File: config.mk
export PLATFORM = sky130hd
export DESIGN_NAME = lsfe_fader
export DESIGN_NICKNAME = d
export VERILOG_FILES = /design/src/hw/rtl/lsfe_pkg.sv /design/src/hw/rtl/lsfe_fader.sv
export SDC_FILE = /design/constraint.sdc
export NUM_CORES = 1
export LEC_CHECK = 0
export ABC_AREA = 1
export BUFFER_PORTS_ARGS = -buffer_cell sky130_fd_sc_hd__buf_2
export CAP_MARGIN = 20
export CELL_PAD_IN_SITES_DETAIL_PLACEMENT = 1
export CELL_PAD_IN_SITES_GLOBAL_PLACEMENT = 2
export CORE_ASPECT_RATIO = 0.5
export CORE_UTILIZATION = 35
export DETAILED_ROUTE_END_ITERATION = 10
export GPL_TIMING_DRIVEN = 0
export PLACE_DENSITY_LB_ADDON = 0.05
export RECOVER_POWER = 25
export SYNTH_ARGS = -nofsm -noshare
export SYNTH_HDL_FRONTEND = slang
export SYNTH_SLANG_ARGS = --single-unit
File: constraint.sdc
create_clock -name vclk -period 13
set_clock_uncertainty 0.05 [all_clocks]
set_input_delay 3.9 -clock vclk [all_inputs]
set_output_delay 3.9 -clock vclk [all_outputs]
set_load 0.02 [all_outputs]
File: src/hw/rtl/lsfe_pkg.sv
// Shared types and constants for the LED strip fade engine.
`default_nettype none
package lsfe_pkg;

  localparam int PIXELS     = 32;
  localparam int EMIT       = (PIXELS < 32) ? PIXELS : 32;
  localparam int PIX_W      = (PIXELS > 1) ? $clog2(PIXELS) : 1;
  localparam int IDX_W      = 5;
  localparam int CMP_W      = 7;
  localparam int CH_W       = 8;
  localparam int IN_DATA_W  = 32;
  localparam int OUT_DATA_W = 32;
  localparam int CFG_IDX_W  = 1;

  localparam logic [CH_W-1:0] PIX_STEP_RST = 8'd20;
  localparam logic [CH_W-1:0] COL_STEP_RST = 8'd1;
  localparam logic [CH_W-1:0] FADE_STEP_RST = 8'd1;

  typedef enum logic [1:0] {
    ACT_PIXEL = 2'd0,
    ACT_ALL   = 2'd1,
    ACT_TICK  = 2'd2,
    ACT_NONE  = 2'd3
  } action_t;

  typedef enum logic [CFG_IDX_W-1:0] {
    REG_PIX_STEP = 1'b0,
    REG_COL_STEP = 1'b1
  } cfg_reg_t;

  typedef struct packed {
    logic [CH_W-1:0] red;
    logic [CH_W-1:0] green;
    logic [CH_W-1:0] blue;
  } rgb_t;

  typedef struct packed {
    logic             shift;
    logic             wr_pix;
    logic             set_all;
    logic [IDX_W-1:0] idx;
    rgb_t             rgb;
    logic             fast;
    logic             last;
  } cell_cmd_t;

endpackage
`default_nettype wire

File: src/hw/rtl/lsfe_fader.sv
// Fade stage at the head of the ring: moves each channel toward target by the step.
`default_nettype none
module lsfe_fader (
  input  wire lsfe_pkg::rgb_t               cur_i,
  input  wire lsfe_pkg::rgb_t               tgt_i,
  input  wire logic [lsfe_pkg::CH_W-1:0]    step_i,
  output lsfe_pkg::rgb_t                    cur_o
);

  function automatic logic [lsfe_pkg::CH_W-1:0] approach(
    input logic [lsfe_pkg::CH_W-1:0] now,
    input logic [lsfe_pkg::CH_W-1:0] goal,
    input logic [lsfe_pkg::CH_W-1:0] step
  );
    logic [lsfe_pkg::CH_W-1:0] gap;
    logic [lsfe_pkg::CH_W-1:0] res;
    if (goal > now) begin
      gap = goal - now;
      res = (gap < step) ? goal : now + step;
    end else begin
      gap = now - goal;
      res = (gap < step) ? goal : now - step;
    end
    return res;
  endfunction

  assign cur_o.red   = approach(cur_i.red,   tgt_i.red,   step_i);
  assign cur_o.green = approach(cur_i.green, tgt_i.green, step_i);
  assign cur_o.blue  = approach(cur_i.blue,  tgt_i.blue,  step_i);

endmodule
`default_nettype wire

==> metrics.md, run 1 <==
| Metric | Value |
|---|---|
| Via/cell ratio | about 5.0 |
| Post-CTS setup buffers | 0 |
| Drt total wl | ~20000 microns |
| Final min period | between 10 and 15 ns |
| Post-route DRC violation count | 0 |
| Synthesis Warnings | 0 |
| Remaining antenna violation count after routing | 0 |
| Post_cts resized | 0 |
| P_leak | 3.782 nW |
| Global route total overflow | 0 |
| Total die area | 16960 sq um |
| Die H | between 90 and 100 microns |
| Post-synth cell types | 38 |
| Port-buffer cells | 80 |
| Total Routing Usage GR | 24.18% |
| Sequential-to-total area share from yosys stat | 0% |
| Hold Path Class | input pin to primary output |
| RSZ-0062 raised after global routing | no |
| Hold Path Stages | 6 |
| Horiz. Die Dim | ~180 microns |
| Setup TNS Final | 0 ns |
| Initial Utilization | 36.51% |
| Flop pwr share | 0% |
| Starting DRC count in detailed routing | 260 |
| Largest net degree at the start of global routing | 13 |
| CP Data Required Time | 9.05 ns |
| Initial antenna violation count | 0 |
| Pwr/cell area | about 70 nW/um^2 |
| Slew Viols, Final | 0 |
| Area after DPL | 6421 sq um |
| Hold Buf Count CTS | 0 |
| Slew Limit Headroom | roughly half |
| Vias in the first global route | between 6000 and 7000 |
| Peak VDD IR | between 0.04 and 0.05 mV |
| Clock share of power | 0% |
| Global-route wire length before repair | 32490 microns |
| Fraction of layout cells with a size suffix above 1 | about an eighth |
| Routed wire per std cell | 16.07 microns |
| Final setup vio count | 0 |
| Post-route design area | approximately 6400 sq um |
| Crit. End Element | primary output |
| N_diodes | 0 |
| Internal power | 0.1600 mW |
| Cell Area, Synth | 5744 sq um |
| Status | complete, no violations |
| Cell Rows | 32 |
| Post-Syn Nets | ~1100 |
| Post-Layout Cell Count | approximately 1200 |
| Area growth syn-to-layout | 11.65% |
| Top-level I/O count | 80 |
| Vias | around 6300 |
| Net Sw Power | 0.2933 mW |
| Core footprint | between 15000 and 20000 sq um |
| Critical Path Start Type | input pin |
| FF+latch area | 0 sq um |
| Final Hold Viols | 0 |
| Worst Path Max Fanout | 10 |
| Nets | between 1000 and 1500 |
| Post-detail-place hpwl | 17280 microns |
| Worst-margin pin slew | roughly 0.73 ns |
| FF+latch count | 0 |
| Max Cap Violations | 0 |
| DRT Pass-1 Iters | 4 |
| Gp weighted congestion | ~0.83 |
| Setup CP Type | input pin to primary output |
| Average size of a mapped cell | 6.085 sq um |
| Fin crit share | about 90% |
| Layout clock buffer count | 0 |
| Post-Synthesis Cells | 944 |
| Switch share | 64.70% |
| Gate power share | 100.0% |
| CP arrival | 7.44 ns |
| Placed cells | about 1200 |
| Fmax | just under 90 MHz |
| Overall Power | approximately 0.45 mW |
==> path summary, 6_finish.rpt <==
| check | start | endpoint |
|---|---|---|
| max | cur_i[9] | cur_o[9] |
| min | tgt_i[15] | cur_o[15] |
==> synth_stat cells (all sizes together), types with 6 or more instances <==
| cell | number | area, sq um |
|---|---|---|
| xnor2 | 10 | 87.58 |
| inv | 152 | 570.6 |
| a21oi | 64 | 357.9 |
| ha | 129 | 1614 |
| nand4 | 10 | 62.56 |
| nand3 | 135 | 675.7 |
| nand2 | 262 | 1026 |
| o21ai | 25 | 136.4 |
| a21o | 6 | 53.80 |
| a31oi | 8 | 50.05 |
| xor2 | 42 | 367.9 |
| o21a | 6 | 45.04 |
| fa | 12 | 240.2 |
| buf | 21 | 147.6 |
| nor2 | 44 | 167.7 |
==> logic make-up (layout without fill, tap and decap cells) <==
| kind of cell | Yosys count | count (layout) | share of synthesized area, % |
|---|---|---|---|
| AOI/OAI and AO/OA | 115 | 115 | 12.07 |
| adders and majority gates | 141 | 141 | 32.28 |
| and+or+nand+nor | 460 | 460 | 34.96 |
| xor gates and xnor gates | 52 | 52 | 7.928 |
| buffers and inverters | 176 | 256 | 12.76 |
==> worst max-delay path: stages <==
cell      delay (ns)
clkbuf_1        0.27
inv_1           0.23
ha_1            0.35
nand2_1         0.07
o21ai_0         0.53
a21oi_1         0.14
o21ai_0         0.14
xor2_1          0.20
ha_1            0.27
nand2_1         0.07
inv_1           0.03
nor2_1          0.10
o21a_1          0.30
nand2_1         0.27
nand2_1         0.12
nand2_1         0.06
o21ai_2         0.18
buf_2           0.20
==> layer usage <==
layer  GRT usage (%)  up-vias  part of all wire, %
met4           1.389        0                 0.28
met5               0        -                    0
met2           44.42       87                   47
met1           32.58     2973                   49
li1                -     3211                    -
met3           1.101        4                  3.7
==> placed cells by master, fill, tap and decap left out, types with 12 or more instances in the layout <==
cell type / count
a21oi_1: 60
buf_2: 86
fa_1: 12
ha_1: 129
inv_1: 150
nand2_1: 248
nand2_2: 13
nand3_1: 135
nor2_1: 43
o21ai_0: 15
xor2_1: 42
==> power by group through the flow <==
stage	Sequential, mW	Clock (mW)	Combinational, mW
2_1_floorplan	0	0	0.323
3_3_place_gp	0	0	0.446
3_5_place_dp	0	0	0.457
4_1_cts	0	0	0.460
5_1_grt	0	0	0.514
6_report	0	0	0.453
==> area by class of cell <==
| cell class | instances | area, sq um |
|---|---|---|
| fill | 2185 | 9321 |
| buffer | 23 | 156.4 |
| multi-input combinational | 768 | 5009 |
| tap | 221 | 276.5 |
| inverter | 153 | 575.6 |
| timing repair buffer | 80 | 396.6 |
==> through the flow <==
stage	utilization, %	hold slack (ns)	setup slack (ns)
after global placement	40.81	8.240	2.014
after CTS	40.81	8.251	1.895
after global routing	40.76	8.280	1.294
after floorplan	-	7.977	2.799
after detailed placement	40.81	8.249	1.908
final	40.76	8.244	1.612
No activity file was read; power rests on OpenSTA's default activity.
==> run 2: changes to the inputs <==
--- a/config.mk
+++ b/config.mk
@@ -6,13 +6,13 @@
 export NUM_CORES = 1
 export LEC_CHECK = 0
 export ABC_AREA = 1
-export BUFFER_PORTS_ARGS = -buffer_cell sky130_fd_sc_hd__buf_2
 export CAP_MARGIN = 20
 export CELL_PAD_IN_SITES_DETAIL_PLACEMENT = 1
 export CELL_PAD_IN_SITES_GLOBAL_PLACEMENT = 2
 export CORE_ASPECT_RATIO = 0.5
-export CORE_UTILIZATION = 35
+export CORE_UTILIZATION = 39
 export DETAILED_ROUTE_END_ITERATION = 10
+export DONT_BUFFER_PORTS = 1
 export GPL_TIMING_DRIVEN = 0
 export PLACE_DENSITY_LB_ADDON = 0.05
 export RECOVER_POWER = 25
==> constraint.sdc (replaced) <==
create_clock -name vclk -period 13
set_clock_uncertainty 0.05 [all_clocks]
set_input_delay 3.9 -clock vclk [all_inputs]
set_output_delay 3.9 -clock vclk [all_outputs]
set_load 0.005 [all_outputs]
==> metrics.md, run 2 (synthesis gave the netlist of run 1 again) <==
| Metric | Value |
|---|---|
| Global route total overflow | 0 (unchanged) |
| Fmax | 92.33 MHz (+5.1%) |
| Initial antenna violation count | 0 (unchanged) |
| CP max stage cell | o21ai_0 |
| Post-detail-place hpwl | 17070 microns (-1.2%) |
| P_leak | 3.472 nW (-8.2%) |
| Starting DRC count in detailed routing | 274 (+5.4%) |
| Horiz. Die Dim | 173.6 microns (-5.2%) |
| Hold Path Class | input pin to primary output |
| Flop pwr share | 0% (unchanged) |
| CP arrival | 6.88 ns (-0.56 ns) |
| Top-level I/O count | 80 (unchanged) |
| Post-CTS setup buffers | 0 (unchanged) |
| Vias in the first global route | 6123 (-3.8%) |
| Die H | 87.82 microns (-5.2%) |
| Post_cts resized | 0 (unchanged) |
| Pwr/cell area | 64.04 nW/um^2 (-9.4%) |
| Final min period | 10.83 ns (-0.5576 ns) |
| Area growth syn-to-layout | 4.030% |
| Hold WS | 7.930 ns (-0.3137 ns) |
| Critical path's top delay family | compound AO/OA/AOI/OAI gates |
| Worst Path Max Fanout | 9 (-1) |
| Hold Buf Count CTS | 0 (unchanged) |
| Final Hold Viols | 0 (unchanged) |
| Slowest stage delay, CP | 0.38 ns (-0.15 ns) |
| Drt total wl | 20120 microns (+0.58%) |
| Max Cap Violations | 0 (unchanged) |
| Nets | 1143 (-6.5%) |
| N_diodes | 0 (unchanged) |
| Commonest cells after routing, fill and taps aside | nand2_1 (247), inv_1 (150), nand3_1 (135) |
| Net Sw Power | 0.2453 mW (-16%) |
| Gp weighted congestion | 0.8793 (+5.3%) |
| Internal power | 0.1374 mW (-14%) |
| Clock share of power | 0% (unchanged) |
| Worst-margin pin slew | 0.7228 ns (-0.006512 ns) |
| Fraction of layout cells with a size suffix above 1 | 5.508% (-7.2 points) |
| Layout clock buffer count | 0 (unchanged) |
| Total die area | 15250 sq um (-10%) |
| Port-buffer cells | 0 (-100%) |
| Initial Utilization | 41.14% (+4.6 points) |
| Vias | 6021 (-4.0%) |
| Setup CP Type | input pin to primary output |
| Post-route DRC violation count | 0 (unchanged) |
| Crit-path cells | inv_1 -> ha_1 -> buf_4 -> nand2_1 -> o21ai_0 -> a21oi_1 -> o21ai_0 -> xor2_1 -> ha_1 -> a21oi_1 -> o21a_1 -> clkbuf_1 -> nand2_1 -> nand2_1 -> nand3_1 -> o21ai_0 |
| FF+latch count | 0 (unchanged) |
| Peak VDD IR | 0.02729 mV (-36%) |
| Finished Core Util | 42.80% (+2.0 points) |
| Final setup vio count | 0 (unchanged) |
| Crit. End Element | primary output |
| Routed wire per std cell | 17.71 microns (+10%) |
| Total Routing Usage GR | 26.45% (+2.3 points) |
| RSZ-0062 raised after global routing | no |
| Area after DPL | 5984 sq um (-6.8%) |
| Status | complete, no violations |
| Switch share | 64.10% (-0.60 points) |
| Fin crit share | 83.31% (-4.3 points) |
| Largest net degree at the start of global routing | 13 (unchanged) |
| Cell Rows | 30 (-6.3%) |
| Commonest non-fill, non-tap cell in the layout | nand2_1 |
| Gate power share | 100.0% (about the same) |
| Remaining antenna violation count after routing | 0 (unchanged) |
| Slew Viols, Final | 0 (unchanged) |
| Post-route design area | 5976 sq um (-6.8%) |
| Critical path buffers and inverters | 3 (-1) |
| Core footprint | 13960 sq um (-11%) |
| Critical Path Start Type | input pin |
| DRT Pass-1 Iters | 4 (unchanged) |
| Setup TNS Final | 0 ns (unchanged) |
| Slew Limit Headroom | 51.76% (+0.43 points) |
| FF+latch area | 0 sq um (unchanged) |
| Via/cell ratio | 5.300 (+5.2%) |
| CP Data Required Time | 9.05 ns (about the same) |
| Global-route wire length before repair | 32000 microns (-1.5%) |
## run 2: changes by cell type in the layout (fill, tap and decap cells not counted)
cell and delta:
buf_2 -77, clkbuf_1 -3, nand2_1 -1, o21ai_0 +2
o21ai_2 -2, nand2_2 +1
## run 2: final timing paths
| check | end | from | cells past startpoint | slack, ns |
|---|---|---|---|---|
| max | cur_o[9] | cur_i[10] | 16 | 2.17 |
| min | cur_o[0] | tgt_i[0] | 2 | 7.93 |
## run 2: power by group through the flow
stage	clock, mW	sequential, mW	combinational [mW]
after global placement	0	0	0.373
final	0	0	0.383
after global routing	0	0	0.436
after CTS	0	0	0.387
after floorplan	0	0	0.292
after detailed placement	0	0	0.385
## run 2: through the flow
| stage | setup slack (ns) | total power [mW] | instances |
|---|---|---|---|
| global placement | 2.405 | 0.3733 | 1136 |
| CTS | 2.323 | 0.3867 | 1136 |
| finish | 2.170 | 0.3827 | 1136 |
| floorplan | 2.994 | 0.2918 | 944 |
| detailed placement | 2.335 | 0.3849 | 1136 |
| global route | 1.904 | 0.4360 | 1136 |
## run 2: layout make-up
cell class	count	area, sq um
Fill cell	1985	7988
Tap cell	192	240.2
Inverter	153	575.6
Buffer	23	156.4
Multi-Input combinational cell	768	5004
## run 2: per-layer routing
metal / global-route usage [%] / share of wire (%)
met5: 0 / 0
met4: 3.030 / 1.1
met3: 3.168 / 5.3
met2: 48.30 / 47
met1: 34.70 / 47
==> run 3: changes to the inputs <==
--- a/config.mk
+++ b/config.mk
@@ -10,7 +10,7 @@
 export CELL_PAD_IN_SITES_DETAIL_PLACEMENT = 1
 export CELL_PAD_IN_SITES_GLOBAL_PLACEMENT = 2
 export CORE_ASPECT_RATIO = 0.5
-export CORE_UTILIZATION = 39
+export CORE_UTILIZATION = 36
 export DETAILED_ROUTE_END_ITERATION = 10
 export DONT_BUFFER_PORTS = 1
 export GPL_TIMING_DRIVEN = 0
==> constraint.sdc (replaced) <==
create_clock -name vclk -period 11.03
set_clock_uncertainty 0.05 [all_clocks]
set_input_delay 3.309 -clock vclk [all_inputs]
set_output_delay 3.309 -clock vclk [all_outputs]
set_load 0.005 [all_outputs]
==> metrics.md, run 3 (synthesis gave the netlist of run 1 again) <==
| Metric | Value |
|---|---|
| Commonest non-fill, non-tap cell in the layout | nand2_1 |
| Final min period | 9.691 ns |
| Critical path's top delay family | compound AO/OA/AOI/OAI gates |
| Status | complete, no violations |
| Gate power share | 100.0% (about the same) |
| Horiz. Die Dim | 180.6 microns (+4.0%) |
| Vias in the first global route | 6111 (-0.20%) |
| Area growth syn-to-layout | 4.356% |
| Initial antenna violation count | 0 (unchanged) |
| Nets | 1143 (unchanged) |
| Worst Path Max Fanout | 9 (unchanged) |
| CP max stage cell | o21ai_0 |
| Global route total overflow | 0 (unchanged) |
| Fmax | approximately 100 MHz |
| Starting DRC count in detailed routing | 197 (-28%) |
| Post_cts resized | 0 (unchanged) |
| Hold Path Class | input pin to primary output |
| Vias | 5919 (-1.7%) |
| Worst-margin pin slew | 0.7387 ns (+0.01592 ns) |
| Critical Path Start Type | input pin |
| Core footprint | 15490 sq um (+11%) |
| Fraction of layout cells with a size suffix above 1 | 5.614% (+0.11 points) |
| Met1 Use GR | 31.42% (-3.3 points) |
| CP arrival | 6.33 ns (-0.55 ns) |
| Overall Power | 0.4501 mW (+18%) |
| N_diodes | 0 (unchanged) |
| Final worst setup slack | 1.339 ns (-0.8308 ns) |
| Hold Buf Count CTS | 0 (unchanged) |
| Most Crowded Layer GR | met2 |
| P_leak | 3.473 nW (about the same) |
| Post-route design area | 5995 sq um (+0.31%) |
| Via/cell ratio | 5.156 (-2.7%) |
| Post-route DRC violation count | 0 (unchanged) |
| FF+latch area | 0 sq um (unchanged) |
| Largest net degree at the start of global routing | 13 (unchanged) |
| Final setup vio count | 0 (unchanged) |
| Die H | 91.32 microns (+4.0%) |
| Crit. End Element | primary output |
| Remaining antenna violation count after routing | 0 (unchanged) |
| Hold WS | 6.773 ns (-1.157 ns) |
| Hold Crit Start | tgt_i[0] |
| Post-Layout Cell Count | 1148 (+1.1%) |
| Clock share of power | 0% (unchanged) |
| Initial Utilization | 37.07% (-4.1 points) |
| Post-CTS setup buffers | 0 (unchanged) |
| Commonest cells after routing, fill and taps aside | nand2_1 (247), inv_1 (150), nand3_1 (135) |
| CP Data Required Time | 7.67 ns (-1.38 ns) |
| FF+latch count | 0 (unchanged) |
| Switch share | 64.00% (-0.094 points) |
| Peak VDD IR | 0.02922 mV (+7.1%) |
| Pre-CTS setup slack | 1.585 ns (-0.7506 ns) |
| Top-level I/O count | 80 (unchanged) |
| Area after DPL | 6000 sq um (+0.25%) |
| Final Hold Viols | 0 (unchanged) |
| Setup CP Type | input pin to primary output |
| Crit-path cells | inv_1 -> ha_1 -> nand2_1 -> o21ai_0 -> a21oi_1 -> o21ai_0 -> xor2_1 -> ha_1 -> a21oi_1 -> o21a_1 -> clkbuf_1 -> nand2_1 -> nand2_1 -> nand3_1 -> o21ai_0 |
| Internal power | 0.1620 mW (+18%) |
| Slowest stage delay, CP | 0.48 ns (+0.10 ns) |
| Flop pwr share | 0% (unchanged) |
| Drt total wl | 20140 microns (+0.10%) |
| Routed wire per std cell | 17.55 microns (-0.94%) |
| Total Routing Usage GR | 24.80% (-1.6 points) |
| Critical path buffers and inverters | 2 (-1) |
| Layout clock buffer count | 0 (unchanged) |
| Setup TNS Final | 0 ns (unchanged) |
| Post-detail-place hpwl | 17290 microns (+1.3%) |
| Worst Hold End | cur_o[0] |
| Grt met2 use | 44.98% (-3.3 points) |
| Pwr/cell area | 75.08 nW/um^2 (+17%) |
| Placed cells | 1148 (+1.1%) |
| Hold Path Stages | 2 (unchanged) |
| Slew Limit Headroom | 50.70% (-1.1 points) |
| Port-buffer cells | 0 (unchanged) |
| Met3 Use GR | 4.854% (+1.7 points) |
| Net Sw Power | 0.2881 mW (+17%) |
| Total die area | 16500 sq um (+8.2%) |
| Gp weighted congestion | 0.8474 (-3.6%) |
| Finished Core Util | 38.69% (-4.1 points) |
| Slew Viols, Final | 0 (unchanged) |
| RSZ-0062 raised after global routing | no |
| Cell Rows | 32 (+6.7%) |
| Global-route wire length before repair | 32460 microns (+1.4%) |
| DRT Pass-1 Iters | 4 (unchanged) |
| Fin crit share | around 88% |
| Max Cap Violations | 0 (unchanged) |
[run 3: cell counts in the layout (fill, tap and decap cells not counted)]
Identical to the previous run, type by type.
[run 3: how the worst max path moves through the flow]
stage	slack, ns	start	endpoint	depth (start not counted)
2_1_floorplan	2.21	cur_i[0]	cur_o[2]	18
3_3_place_gp	1.57	cur_i[2]	cur_o[2]	16
3_5_place_dp	1.58	cur_i[17]	cur_o[22]	14
4_1_cts	1.57	cur_i[17]	cur_o[22]	14
5_1_grt	1.00	cur_i[9]	cur_o[14]	15
6_report	1.34	cur_i[9]	cur_o[8]	15
[run 3: layer usage]
metal | share of wire, % | vias up
li1 | - | 3052
met1 | 46 | 2768
met2 | 47 | 92
met3 | 6.3 | 7
met4 | 0.68 | 0
met5 | 0 | -
[run 3: layout make-up]
type | count | area, sq um
Tap cell | 204 | 255.2
Fill cell | 2111 | 9500
Buffer | 23 | 156.4
Inverter | 153 | 575.6
Multi-Input combinational cell | 768 | 5007
[run 3: power by group through the flow]
stage / clock, mW / combinational (mW) / sequential, mW
global route: 0 / 0.518 / 0
finish: 0 / 0.450 / 0
global placement: 0 / 0.443 / 0
CTS: 0 / 0.457 / 0
detailed placement: 0 / 0.454 / 0
floorplan: 0 / 0.344 / 0
