$ cat src/hw/rtl/lsfe_pkg.sv
// Shared types and constants for the LED strip fade engine.
`default_nettype none
package lsfe_pkg;

  localparam int PIXELS     = 32;
  localparam int EMIT       = (PIXELS < 32) ? PIXELS : 32;
  localparam int PIX_W      = (PIXELS > 1) ? $clog2(PIXELS) : 1;
  localparam int IDX_W      = 5;
  localparam int CMP_W      = 7;
  localparam int CH_W       = 8;
  localparam int IN_DATA_W  = 32;
  localparam int OUT_DATA_W = 32;
  localparam int CFG_IDX_W  = 1;

  localparam logic [CH_W-1:0] PIX_STEP_RST = 8'd20;
  localparam logic [CH_W-1:0] COL_STEP_RST = 8'd1;
  localparam logic [CH_W-1:0] FADE_STEP_RST = 8'd1;

  typedef enum logic [1:0] {
    ACT_PIXEL = 2'd0,
    ACT_ALL   = 2'd1,
    ACT_TICK  = 2'd2,
    ACT_NONE  = 2'd3
  } action_t;

  typedef enum logic [CFG_IDX_W-1:0] {
    REG_PIX_STEP = 1'b0,
    REG_COL_STEP = 1'b1
  } cfg_reg_t;

  typedef struct packed {
    logic [CH_W-1:0] red;
    logic [CH_W-1:0] green;
    logic [CH_W-1:0] blue;
  } rgb_t;

  typedef struct packed {
    logic             shift;
    logic             wr_pix;
    logic             set_all;
    logic [IDX_W-1:0] idx;
    rgb_t             rgb;
    logic             fast;
    logic             last;
  } cell_cmd_t;

endpackage
`default_nettype wire

$ cat src/hw/rtl/lsfe_cell.sv
// One pixel cell of the ring: current and target colour, local writes, shift.
`default_nettype none
module lsfe_cell (
  input  wire logic                    clk,
  input  wire logic                    rst_n,
  input  wire lsfe_pkg::cell_cmd_t     cmd,
  input  wire logic [lsfe_pkg::PIX_W-1:0] my_idx,
  input  wire lsfe_pkg::rgb_t          cur_in,
  input  wire lsfe_pkg::rgb_t          tgt_in,
  output lsfe_pkg::rgb_t               cur_o,
  output lsfe_pkg::rgb_t               tgt_o,
  output logic                         match_o
);

  lsfe_pkg::rgb_t cur_r, cur_nxt;
  lsfe_pkg::rgb_t tgt_r, tgt_nxt;
  logic           hit;
  logic           above;

  assign hit   = lsfe_pkg::CMP_W'(my_idx) == lsfe_pkg::CMP_W'(cmd.idx);
  assign above = lsfe_pkg::CMP_W'(my_idx) >  lsfe_pkg::CMP_W'(cmd.idx);

  always_comb begin
    cur_nxt = cur_r;
    tgt_nxt = tgt_r;
    if (cmd.shift) begin
      cur_nxt = cur_in;
      tgt_nxt = tgt_in;
    end else if (cmd.wr_pix) begin
      if (hit) begin
        tgt_nxt = cmd.rgb;
        if (cmd.fast) begin
          if (cmd.rgb.red   > cur_r.red)   cur_nxt.red   = cmd.rgb.red;
          if (cmd.rgb.green > cur_r.green) cur_nxt.green = cmd.rgb.green;
          if (cmd.rgb.blue  > cur_r.blue)  cur_nxt.blue  = cmd.rgb.blue;
        end
      end else if (cmd.last && above) begin
        tgt_nxt = '0;
      end
    end else if (cmd.set_all) begin
      tgt_nxt = cmd.rgb;
    end
  end

  always_ff @(posedge clk) begin
    if (!rst_n) begin
      cur_r <= '0;
      tgt_r <= '0;
    end else begin
      cur_r <= cur_nxt;
      tgt_r <= tgt_nxt;
    end
  end

  assign cur_o   = cur_r;
  assign tgt_o   = tgt_r;
  assign match_o = (cur_r == tgt_r);

endmodule
`default_nettype wire

$ cat config.mk
export PLATFORM = sky130hd
export DESIGN_NAME = lsfe_cell
export DESIGN_NICKNAME = d
export VERILOG_FILES = /design/src/hw/rtl/lsfe_pkg.sv /design/src/hw/rtl/lsfe_cell.sv
export SDC_FILE = /design/constraint.sdc
export NUM_CORES = 1
export LEC_CHECK = 0
export BUFFER_PORTS_ARGS = -buffer_cell sky130_fd_sc_hd__buf_2
export CAP_MARGIN = 5
export CELL_PAD_IN_SITES_DETAIL_PLACEMENT = 1
export CELL_PAD_IN_SITES_GLOBAL_PLACEMENT = 1
export CORE_ASPECT_RATIO = 1.2
export CORE_MARGIN = 3
export CORE_UTILIZATION = 34
export DETAILED_ROUTE_END_ITERATION = 10
export HOLD_SLACK_MARGIN = 0.08
export PLACE_DENSITY = 0.9
export SLEW_MARGIN = 20
export SYNTH_ARGS = -nofsm -noshare
export SYNTH_HDL_FRONTEND = slang
export SYNTH_SLANG_ARGS = --single-unit
$ cat constraint.sdc
create_clock -name clk -period 2.8 [get_ports clk]
set_input_delay 0.28 -clock clk [delete_from_list [all_inputs] [get_ports clk]]
set_output_delay 0.28 -clock clk [all_outputs]
set_load 0.05 [all_outputs]
==> summary.txt, run 1 <==
Worst setup path
  – Reg2Reg Launch Point: cur_o[13]
  – CP Max Fanout: 10
  – WP buf/inv: 1
  – Delay-heaviest family, CP: compound AO/OA/AOI/OAI gates
  – Crit path top cell by count: a211oi_1
  – Crit path max-delay cell type: o31ai_2
  – Crit path cell chain: inv_1, ha_1, a211oi_1, nor2_1, o31ai_2, or2_2, a211oi_1
  – Max stage delay on crit path: 0.65 ns
  – CP arrival: 2.56 ns
  – Crit Path Class: flip-flop to flip-flop
  – Critical path origin: cur_o[13]
  – Endpoint class of the critical path: flip-flop
  – WP data required: 3.00 ns
  – CP Launch Type: flip-flop

STA
  – Endpoints failing setup: 0
  – RSZ-0062 raised after global routing: no
  – Total Neg Setup Slack: 0 ns
  – F_max: 0.424 GHz
  – Worst-margin pin slew: 0.897 ns
  – Fin crit share: 0.843
  – Min Tclk post-route: 2.36 ns
  – Hold Vio Cnt, Final: 0
  – Slew Viols, Final: 0
  – Slew margin rel.: 0.402
  – Setup Skew: 0.0128 ns

Clock network
  – Num CTS Buffers: 5
  – H-Tree Depth: 2
  – CTS tree: done
  – Root Buffer: clkbuf_8
  – Post-CTS Setup Bufs: 0
  – Maximum root-to-sink buffer count: 2
  – Cts hold-fix bufs: 0
  – Post-CTS Resized: 0
  – Clk_lat worst skew: 0.31 ns
  – Reg clk slew, reported paths: 0.10 ns
  – Clk sinks: 48

Placed design
  – Post-DP HPWL: 9050 um
  – Number of buffers added on ports: 137
  – Final GP Congestion: 0.777
  – Inst Count DP: 616

Synthesis
  – Netlist cell types: 41
  – Post-synthesis register bit count: 48
  – Sequential share of the synthesized area: 0.299
  – Top_reg_cell synth: dfxtp_1
  – Post-Syn Area: 3210 sq um
  – Avg Inst Size Synth: 8.49 sq um
  – Ys Warns: 0
  – Synth Instances: 378
  – Post-synth EDFFs: 0
  – Mapped Nets: 496
  – Async set-reset flop share out of synthesis: 0

Power
  – Pwr Total: 1970 uW
  – Internal power: 1180 uW
  – Net Switching: 795 uW
  – Sw Share: 0.403
  – Seq pwr share: 0.406
  – Comb power frac: 0.367
  – Static Leak: 0.00188 uW
  – Pwr dens: 479 nW/um^2
  – Clock power share: 0.227
  – Worst IR Drop VDD: 0.216 mV

Run status
  – Status: complete, no violations

Layout
  – Antenna diodes: 0
  – Layout overhead on the synthesized area: 28.3%
  – Share of layout cells above drive strength 1: 0.321
  – Post-route insts no fill: 625
  – FILL cells: 1180
  – Nets: 622
  – Most frequent cells in the layout: buf_2 (137), dfxtp_1 (48), a21oi_1 (41)
  – Commonest non-fill, non-tap cell in the layout: buf_2

GRT
  – Initial antenna violation count: 0
  – Grt total ovfl: 0
  – Largest net degree at the start of global routing: 49
  – GRT Util Overall: 0.218
  – First-pass GRT wire length: 18500 um
  – Vias in the first global route: 3745

Route
  – 1st-pass router iterations: 4
  – Vias: 3594
  – Avg WL per Cell: 18.8 um
  – Detail Route Antenna Nets: 0
  – DRT Wirelength: 11800 um
  – DR vias/cell: 5.75
  – Initial DRC count: 80
  – DRC viols: 0

Floorplanning
  – Row count: 38
  – Io pins: 138
  – Die area: 10600 sq um
  – Die Wd: 94.7 um
  – Vert. Die Dim: 112 um
  – Initial Utilization: 0.352
  – Core area: 9130 sq um

Min path
  – HP Start: cur_in[16]
  – Worst Hold Class: primary input to flip-flop

Run
  – Max-cap violations: 0
## kinds of logic (layout without fill, tap and decap cells)
group	Yosys count	after routing	share of synthesized area
AOI/OAI and AO/OA	162	162	0.339
buffers and inverters	58	185	0.0690
DFF	48	48	0.299
and+or+nand+nor	47	47	0.0822
adders and majority gates	29	29	0.113
xor gates and xnor gates	24	24	0.0655
muxes	10	10	0.0316
## sequential cells by signal, indices dropped and copies added, names as in the netlist
signal,flops
cur_o,24
tgt_o,24
## power groups by stage
stage | registers (uW) | logic [uW] | clock network [uW]
after global routing | 810 | 787 | 485
final | 801 | 724 | 448
after CTS | 801 | 724 | 467
after floorplan | 996 | 297 | 0
after detailed placement | 817 | 721 | 0
after global placement | 814 | 697 | 0
## routing by layer
layer	up-vias	track usage	part of all wire
li1	1701	-	-
met3	23	0.0429	0.059
met5	-	0	0
met1	1753	0.261	0.41
met2	117	0.383	0.51
met4	0	0.0751	0.023
## cells in the mapped netlist (2+ instances only)
cell / count / area share
a211oi_1: 10 / 0.023
a21o_1: 3 / 0.0070
a21oi_1: 41 / 0.064
a22oi_1: 24 / 0.056
a31oi_1: 11 / 0.021
and3_1: 2 / 0.0039
and4_1: 2 / 0.0055
buf_2: 3 / 0.0047
clkbuf_1: 23 / 0.027
dfxtp_1: 48 / 0.30
ha_1: 29 / 0.11
inv_1: 32 / 0.037
mux2i_1: 9 / 0.028
nand3_1: 4 / 0.0062
nand4_1: 7 / 0.014
nor2_1: 13 / 0.015
nor2b_1: 2 / 0.0039
nor4_1: 11 / 0.021
o21ai_0: 36 / 0.056
o41ai_1: 24 / 0.065
or3_1: 2 / 0.0039
xnor2_1: 8 / 0.022
xor2_1: 16 / 0.044
## worst reg2reg max path, cell delays in order, from the launching register on
cell      delay [ns]
dfxtp_1         0.43
inv_1           0.07
ha_1            0.29
a211oi_1        0.23
nor2_1          0.14
o31ai_2         0.65
or2_2           0.33
a211oi_1        0.10
## metrics by stage
step | setup slack [ns] | util | hold WS (ns) | instance area [sq um]
final | 0.440 | 0.451 | 0.232 | 4120
after global placement | 0.535 | 0.439 | 0.521 | 4010
after detailed placement | 0.401 | 0.439 | 0.538 | 4010
after floorplan | 0.298 | - | 0.446 | 3210
after global routing | 0.276 | 0.451 | 0.236 | 4120
after CTS | 0.439 | 0.449 | 0.220 | 4100
## final cells by class
| class | instances | area, sq um | share of cell area |
|---|---|---|---|
| timing repair buffer | 145 | 753 | 0.183 |
| tap | 120 | 150 | 0.0365 |
| inverter | 32 | 120 | 0.0292 |
| sequential | 48 | 961 | 0.233 |
| clock inverter | 1 | 7.51 | 0.00182 |
| multi-input combinational | 272 | 2040 | 0.495 |
| clock buffer | 7 | 86.3 | 0.0210 |
## path summary, 6_finish.rpt
kind         slack, ns         to  cells after the start
max               0.44  cur_o[10]                      7
min               0.23  cur_o[16]                      3
max reg2reg       0.44  cur_o[10]                      7
min reg2reg       0.55  cur_o[18]                      2
Note: power is estimated with default switching activity, not from simulation.
==> inputs of run 2 (changes only) <==
--- a/config.mk
+++ b/config.mk
@@ -11,10 +11,10 @@
 export CELL_PAD_IN_SITES_GLOBAL_PLACEMENT = 1
 export CORE_ASPECT_RATIO = 1.2
 export CORE_MARGIN = 3
-export CORE_UTILIZATION = 34
+export CORE_UTILIZATION = 31
 export DETAILED_ROUTE_END_ITERATION = 10
 export HOLD_SLACK_MARGIN = 0.08
-export PLACE_DENSITY = 0.9
+export PLACE_DENSITY = 0.87
 export SLEW_MARGIN = 20
 export SYNTH_ARGS = -nofsm -noshare
 export SYNTH_HDL_FRONTEND = slang
==> constraint.sdc (replaced) <==
create_clock -name clk -period 1.95 [get_ports clk]
set_input_delay 0.195 -clock clk [delete_from_list [all_inputs] [get_ports clk]]
set_output_delay 0.195 -clock clk [all_outputs]
set_load 0.05 [all_outputs]
==> run 2 against run 1 <==
Effect of this change:
- clock power grew 99%
- largest cell class unchanged
- hold slack lost 0.049 ns
- power grew 66%
- die area grew 9.1%
- fmax grew 22%
- register-to-register slack lost 0.43 ns
- critical path depth grew 1
- highest routed layer unchanged
- flip-flop and latch count is the same
- global-route usage shrank 0.36 points
- non-clock buffer count grew 29
==> summary.txt, run 2 (synthesized netlist as in run 1, its figures left out) <==
Run status
  – Status: complete, no violations (unchanged)

Layout
  – FILL cells: 1201 (was 1180)
  – Most frequent cells in the layout: buf_2 (136), a21oi_1 (40), o21ai_0 (33) (was buf_2 (137), dfxtp_1 (48), a21oi_1 (41))
  – Antenna diodes: 0 (unchanged)
  – Post-route cell area: 4780 sq um (was 4120 sq um)
  – Layout overhead on the synthesized area: 49.0% (was 28.3%)
  – Nets: 651 (was 622)
  – Post-route insts no fill: 660 (was 625)
  – Share of layout cells above drive strength 1: 0.478 (was 0.321)
  – Commonest non-fill, non-tap cell in the layout: buf_2 (unchanged)

GRT
  – Initial antenna violation count: 0 (unchanged)
  – Largest net degree at the start of global routing: 72 (was 49)
  – First-pass GRT wire length: 20400 um (was 18500 um)
  – Grt total ovfl: 0 (unchanged)
  – Vias in the first global route: 4001 (was 3745)
  – GRT Util Overall: 0.215 (was 0.218)

Worst setup path
  – Crit Path Class: flip-flop to flip-flop (unchanged)
  – Internal reg-to-reg setup slack: 0.01 ns (was 0.44 ns)
  – Max stage delay on crit path: 0.36 ns (was 0.65 ns)
  – Crit path cell chain: inv_4, ha_4, and3_4, a221o_1, o31ai_4, buf_6, or2_4, a211oi_2 (was inv_1, ha_1, a211oi_1, nor2_1, o31ai_2, or2_2, a211oi_1)
  – FF-to-FF End: cur_o[11] (was cur_o[10])
  – CP Launch Type: flip-flop (unchanged)
  – R2R depth: 8 (was 7)
  – Crit path max-delay cell type: dfxtp_4 (was o31ai_2)
  – Reg2Reg Launch Point: cur_o[10] (was cur_o[13])
  – CP arrival: 2.10 ns (was 2.56 ns)
  – CP Max Fanout: 7 (was 10)
  – WP data required: 2.11 ns (was 3.00 ns)
  – Endpoint class of the critical path: flip-flop (unchanged)

Placed design
  – Final GP Congestion: 0.861 (was 0.777)
  – Dpl cell area: 4330 sq um (was 4010 sq um)
  – Inst Count DP: 642 (was 616)
  – Post-DP HPWL: 10000 um (was 9050 um)
  – Number of buffers added on ports: 137 (unchanged)

STA
  – Hold Vio Cnt, Final: 0 (unchanged)
  – Fin crit share: 0.994 (was 0.843)
  – RSZ-0062 raised after global routing: yes (was no)
  – Endpoints failing setup: 0 (unchanged)
  – Slew Viols, Final: 0 (unchanged)
  – Worst-margin pin slew: 0.579 ns (was 0.897 ns)
  – Slew margin rel.: 0.613 (was 0.402)
  – Setup Skew: 0.00495 ns (was 0.0128 ns)
  – F_max: 0.516 GHz (was 0.424 GHz)
  – Min Tclk post-route: 1.94 ns (was 2.36 ns)

Floorplanning
  – Die Wd: 98.9 um (was 94.7 um)
  – Row count: 40 (was 38)
  – Vert. Die Dim: 117 um (was 112 um)
  – Die area: 11600 sq um (was 10600 sq um)
  – Io pins: 138 (unchanged)
  – Initial Utilization: 0.319 (was 0.352)
  – Core area: 10100 sq um (was 9130 sq um)

Route
  – Vias: 3749 (was 3594)
  – DRC viols: 0 (unchanged)
  – Detail Route Antenna Nets: 0 (unchanged)
  – DRT Wirelength: 13200 um (was 11800 um)
  – Initial DRC count: 134 (was 80)
  – Avg WL per Cell: 20.1 um (was 18.8 um)
  – 1st-pass router iterations: 4 (unchanged)
  – DR vias/cell: 5.68 (was 5.75)

Clock network
  – CTS tree: done (unchanged)
  – Maximum root-to-sink buffer count: 2 (unchanged)
  – Clk_lat worst skew: 0.28 ns (was 0.31 ns)
  – H-Tree Depth: 2 (unchanged)
  – Num CTS Buffers: 5 (unchanged)
  – Reg clk slew, reported paths: 0.07 ns (was 0.10 ns)
  – Clk sinks: 48 (unchanged)
  – Root Buffer: clkbuf_16 (was clkbuf_8)

Power
  – Comb power frac: 0.378 (was 0.367)
  – Internal power: 2020 uW (was 1180 uW)
  – Pwr dens: 685 nW/um^2 (was 479 nW/um^2)
  – Net Switching: 1250 uW (was 795 uW)
  – Worst IR Drop VDD: 0.422 mV (was 0.216 mV)
  – Sw Share: 0.383 (was 0.403)
  – Static Leak: 0.00209 uW (was 0.00188 uW)
  – Seq pwr share: 0.350 (was 0.406)
  – Clock power share: 0.271 (was 0.227)

Min path
  – Worst hold path cell count: 3 (unchanged)
  – Worst Hold Class: primary input to flip-flop (unchanged)
  – HP Start: cur_in[4] (was cur_in[16])
  – Hold Crit Endpoint: cur_o[4] (was cur_o[16])

Run
  – Max-cap violations: 0 (unchanged)
-- run 2: cell count changes in the layout (fill, tap and decap cells not counted), sizes merged --
cell,change
buf,+29
clkbuf,+1
clkinvlp,-1
-- run 2: power by group through the flow --
stage | Combinational (uW) | Clock (uW) | Sequential [uW]
finish | 1240 | 890 | 1150
detailed placement | 1120 | 0 | 1170
global placement | 1080 | 0 | 1160
floorplan | 450 | 0 | 1430
CTS | 1150 | 911 | 1150
global route | 1340 | 962 | 1160
-- run 2: cell type report --
| type | count | area, sq um | area share |
|---|---|---|---|
| repair buffers | 174 | 1000 | 0.209 |
| well taps | 126 | 158 | 0.0329 |
| multi-input cells | 272 | 2340 | 0.489 |
| flip-flops and latches | 48 | 1020 | 0.212 |
| inverters | 32 | 125 | 0.0262 |
| clock buffers | 8 | 146 | 0.0306 |
-- run 2: worst max path at each step --
| stage | slack [ns] | depth (start not counted) | start | to |
|---|---|---|---|---|
| 2_1_floorplan | -0.16 | 7 | cur_o[3] | cur_o[0] |
| 3_3_place_gp | -0.11 | 8 | cmd[29] | tgt_o[6] |
| 3_5_place_dp | -0.22 | 8 | cmd[29] | tgt_o[3] |
| 4_1_cts | -0.02 | 5 | tgt_o[20] | match_o |
| 5_1_grt | -0.09 | 5 | tgt_o[20] | match_o |
| 6_report | 0.01 | 8 | cur_o[10] | cur_o[11] |
-- run 2: routing by layer --
| metal | share of wire | GRT usage | up-vias |
|---|---|---|---|
| met5 | 0 | 0 | - |
| met4 | 0.022 | 0.0623 | 0 |
| met3 | 0.044 | 0.0285 | 18 |
| met2 | 0.53 | 0.393 | 116 |
| met1 | 0.40 | 0.257 | 1852 |
| li1 | - | - | 1763 |
-- run 2: stage by stage --
step / hold slack, ns / power [uW] / setup WS, ns / utilization / TNS (ns)
2_1_floorplan: 0.353 / 1880 / -0.156 / - / -2.12
3_3_place_gp: 0.462 / 2250 / -0.113 / 0.430 / -2.30
4_1_cts: 0.171 / 3210 / -0.0219 / 0.450 / -0.0219
3_5_place_dp: 0.472 / 2290 / -0.218 / 0.430 / -5.31
6_report: 0.183 / 3280 / 0.0123 / 0.476 / 0
5_1_grt: 0.194 / 3460 / -0.0906 / 0.476 / -0.531
-- run 2: worst max-delay path, delay by kind of cell (launching register included) --
| family | cells | cell delay, ns |
|---|---|---|
| simple gates | 2 | 0.39 |
| compound gates | 3 | 0.66 |
| fa+ha+maj | 1 | 0.21 |
| flops | 1 | 0.36 |
| buf+inv | 2 | 0.20 |
-- run 2: what timing repair did --
action | in CTS | in global routing
buffers inserted | 4 | 5
gates resized for setup | 5 | 42
pin swaps | 3 | 19
hold buffers | 0 | 0
gates cloned | 0 | 1
endpoints found under the setup margin | 14 | 49
==> inputs of run 3 (changes only) <==
--- a/config.mk
+++ b/config.mk
@@ -5,13 +5,14 @@
 export SDC_FILE = /design/constraint.sdc
 export NUM_CORES = 1
 export LEC_CHECK = 0
+export ABC_AREA = 1
 export BUFFER_PORTS_ARGS = -buffer_cell sky130_fd_sc_hd__buf_2
 export CAP_MARGIN = 5
 export CELL_PAD_IN_SITES_DETAIL_PLACEMENT = 1
 export CELL_PAD_IN_SITES_GLOBAL_PLACEMENT = 1
-export CORE_ASPECT_RATIO = 1.2
+export CORE_ASPECT_RATIO = 1.1
 export CORE_MARGIN = 3
-export CORE_UTILIZATION = 31
+export CORE_UTILIZATION = 30
 export DETAILED_ROUTE_END_ITERATION = 10
 export HOLD_SLACK_MARGIN = 0.08
 export PLACE_DENSITY = 0.87
==> constraint.sdc (replaced) <==
create_clock -name clk -period 1.95 [get_ports clk]
set_input_delay 0.0975 -clock clk [delete_from_list [all_inputs] [get_ports clk]]
set_output_delay 0.0975 -clock clk [all_outputs]
set_load 0.05 [all_outputs]
==> run 3 against run 2 <==
Effect of this change:
- routed wire length is 2.5% lower
- first-iteration DRC count is 87% higher
- combinational power is 9.7% lower
- non-clock buffer count is 9 lower
- register-to-register slack better by 0.18 ns
- critical path type is now flip-flop to output pin
- critical endpoint is now match_o
==> summary.txt, run 3 <==
Synthesis
  – Post-synth top area cell: dfxtp_1 (unchanged)
  – Synth cell count leaders: nand2_1 (192), inv_1 (68), a21oi_1 (57), nand3_1 (52), dfxtp_1 (48) (was dfxtp_1 (48), a21oi_1 (41), o21ai_0 (36), inv_1 (32), ha_1 (29))
  – Simple-gate portion of the synthesized area: 0.355 (was 0.0822)
  – Post-Syn Area: 3600 sq um (was 3210 sq um)
  – Top-count cell post-synth: nand2_1 (was dfxtp_1)
  – Largest family of logic cells by synthesized area: simple AND/OR/NAND/NOR gates (was compound AO/OA/AOI/OAI gates)
  – Mapped Nets: 701 (was 496)
  – Netlist cell types: 24 (was 41)
  – Ys Warns: 0 (unchanged)
  – Post-synthesis mux area share: 0 (was 0.0316)
  – Top_reg_cell synth: dfxtp_1 (unchanged)
  – Post-synthesis register bit count: 48 (unchanged)
  – Avg Inst Size Synth: 6.17 sq um (was 8.49 sq um)
  – Largest cells by area after synthesis: dfxtp_1 (27%), nand2_1 (20%), ha_1 (10%), a21oi_1 (7.9%), nand3_1 (7.2%) (was dfxtp_1 (30%), ha_1 (11%), o41ai_1 (6.5%), a21oi_1 (6.4%), o21ai_0 (5.6%))
  – Post-Synth Adder-Cell Area: 0.101 (was 0.113)
  – Synth Instances: 583 (was 378)
  – Top cell type's share of synthesized area: 0.267 (was 0.299)
  – Sequential share of the synthesized area: 0.267 (was 0.299)
  – Synth Area in Compound Gates: 0.122 (was 0.339)
  – XOR/XNOR Fraction of Synth Area: 0.0462 (was 0.0655)
  – Post-synth EDFFs: 0 (unchanged)
  – Async set-reset flop share out of synthesis: 0 (unchanged)

Clock network
  – Root Buffer: clkbuf_16 (unchanged)
  – H-Tree Depth: 2 (unchanged)
  – Maximum root-to-sink buffer count: 2 (unchanged)
  – Num CTS Buffers: 5 (unchanged)
  – Clk_lat worst skew: 0.28 ns (about the same)
  – Reg clk slew, reported paths: 0.07 ns (about the same)
  – CTS tree: done (unchanged)
  – Clk sinks: 48 (unchanged)

Power
  – Internal power: 1950 uW (was 2020 uW)
  – Pwr dens: 660 nW/um^2 (was 685 nW/um^2)
  – Net Switching: 1180 uW (was 1250 uW)
  – Sw Share: 0.378 (was 0.383)
  – Worst IR Drop VDD: 0.356 mV (was 0.422 mV)
  – Static Leak: 0.00252 uW (was 0.00209 uW)
  – Clock power share: 0.283 (was 0.271)
  – Seq pwr share: 0.358 (was 0.350)
  – Pwr Total: 3130 uW (was 3280 uW)
  – Comb power frac: 0.359 (was 0.378)

Floorplanning
  – Row count: 41 (was 40)
  – Die Wd: 110 um (was 98.9 um)
  – Die area: 13400 sq um (was 11600 sq um)
  – Io pins: 138 (unchanged)
  – Initial Utilization: 0.310 (was 0.319)
  – Vert. Die Dim: 121 um (was 117 um)
  – Core area: 11600 sq um (was 10100 sq um)

STA
  – Minimum hold slack: 0.151 ns (was 0.183 ns)
  – Min Tclk post-route: 1.79 ns (was 1.94 ns)
  – RSZ-0062 raised after global routing: no (was yes)
  – Slew margin rel.: 0.772 (was 0.613)
  – Hold Vio Cnt, Final: 0 (unchanged)
  – F_max: 0.559 GHz (was 0.516 GHz)
  – Total Neg Setup Slack: 0 ns (unchanged)
  – Fin crit share: 0.917 (was 0.994)
  – Endpoints failing setup: 0 (unchanged)
  – Worst-margin pin slew: 0.343 ns (was 0.579 ns)
  – Setup Skew: 0.00595 ns (was 0.00495 ns)
  – Slew Viols, Final: 0 (unchanged)

Placed design
  – Final GP Congestion: 0.803 (was 0.861)
  – Inst Count DP: 866 (was 642)
  – Number of buffers added on ports: 137 (unchanged)
  – Post-DP HPWL: 9990 um (was 10000 um)

Min path
  – Worst hold path cell count: 5 (was 3)
  – Worst Hold Class: primary input to flip-flop (unchanged)
  – Hold Crit Endpoint: tgt_o[15] (was cur_o[4])
  – HP Start: tgt_in[15] (was cur_in[4])

GRT
  – GRT Util Overall: 0.188 (was 0.215)
  – Largest net degree at the start of global routing: 69 (was 72)
  – Vias in the first global route: 4303 (was 4001)
  – Grt total ovfl: 0 (unchanged)
  – Initial antenna violation count: 2 (was 0)
  – First-pass GRT wire length: 20900 um (was 20400 um)

Route
  – DR vias/cell: 4.82 (was 5.68)
  – DRC viols: 0 (unchanged)
  – Detail Route Antenna Nets: 0 (unchanged)
  – Vias: 4247 (was 3749)
  – Avg WL per Cell: 14.7 um (was 20.1 um)
  – Initial DRC count: 250 (was 134)
  – 1st-pass router iterations: 6 (was 4)
  – DRT Wirelength: 12900 um (was 13200 um)

Worst setup path
  – Crit Path Class: flip-flop to output pin (was flip-flop to flip-flop)
  – WP data required: 1.85 ns (was 2.11 ns)
  – Reg2Reg Launch Point: cur_o[3] (was cur_o[10])
  – Internal reg-to-reg setup slack: 0.19 ns (was 0.01 ns)
  – R2R depth: 10 (was 8)
  – CP arrival: 1.69 ns (was 2.10 ns)
  – FF-to-FF End: cur_o[6] (was cur_o[11])
  – Endpoint class of the critical path: output pin (was flip-flop)
  – CP Max Fanout: 3 (was 7)
  – CP Launch Type: flip-flop (unchanged)

Layout
  – Commonest non-fill, non-tap cell in the layout: nand2_1 (was buf_2)
  – Nets: 847 (was 651)
  – Post-route insts no fill: 881 (was 660)
  – Share of layout cells above drive strength 1: 0.255 (was 0.478)
  – Most frequent cells in the layout: nand2_1 (193), buf_2 (136), inv_1 (68) (was buf_2 (136), a21oi_1 (40), o21ai_0 (33))
  – Layout overhead on the synthesized area: 31.8% (was 49.0%)

Run status
  – Status: complete, no violations (unchanged)

Run
  – Max-cap violations: 0 (unchanged)
-- run 3: cell types whose count changed in the layout (fill, tap and decap cells not counted), sizes merged, moves of 10 or more --
cell and delta:
nand3 +48, a22oi -24, a211oi -10, o21ai -13, o41ai -24, inv +37, nand2 +201, nor4 -11
a21oi +15, a31oi -11, nor2 +31
-- run 3: worst max path at each step --
stage	startpoint	to	slack, ns	cells past startpoint
2_1_floorplan	cur_o[20]	match_o	0.05	6
3_3_place_gp	cmd[30]	cur_o[19]	0.12	11
3_5_place_dp	cmd[30]	cur_o[4]	0.10	11
4_1_cts	cur_o[4]	match_o	0.03	8
5_1_grt	cur_o[4]	match_o	0.02	8
6_report	cur_o[4]	match_o	0.16	8
-- run 3: kinds of logic (layout without fill, tap and decap cells) --
logic type,count (synthesis),after routing
XOR/XNOR,19,19
adder cells (fa/ha/maj),29,29
other,0,1
flip-flops,48,48
buffers and inverters,96,242
AND/OR/NAND/NOR,306,307
AO/OA/AOI/OAI,85,85
-- run 3: repair_timing --
item | 4_1_cts | 5_1_grt
buffers inserted | 0 | 5
setup endpoints to repair | 0 | 4
hold buffers | 0 | 0
resized for setup | 0 | 5
-- run 3: stage by stage --
step,area [sq um],setup WS [ns],utilization
2_1_floorplan,3600,0.0522,-
3_3_place_gp,4540,0.121,0.391
3_5_place_dp,4540,0.104,0.391
4_1_cts,4690,0.0278,0.404
5_1_grt,4740,0.0151,0.409
6_report,4740,0.162,0.409
-- run 3: critical path: stages (launching register included) --
cell     delay, ns
dfxtp_1       0.31
buf_4         0.14
xor2_1        0.14
a21oi_1       0.16
nand3_1       0.15
nor2_2        0.15
nand2_1       0.06
nor2_1        0.11
buf_6         0.18
-- run 3: power by group through the flow --
stage	registers [uW]	clock network, uW	logic, uW
after floorplan	1400	0	502
after global placement	1140	0	1090
after detailed placement	1140	0	1120
after CTS	1120	916	1130
after global routing	1130	952	1250
final	1120	887	1120
-- run 3: cell type report --
cell class,instances,area [sq um]
multi-input combinational,440,2260
antenna,1,2.50
clock inverter,1,7.51
timing repair buffer,165,927
sequential,48,961
clock buffer,7,143
tap,150,188
inverter,69,259
fill,1637,6850
-- run 3: routing by layer --
metal,vias up,share of wire,GRT usage
met2,102,0.50,0.335
met1,1983,0.43,0.233
met4,2,0.023,0.0554
met5,-,0.0015,0
li1,2138,-,-
met3,22,0.040,0.0314
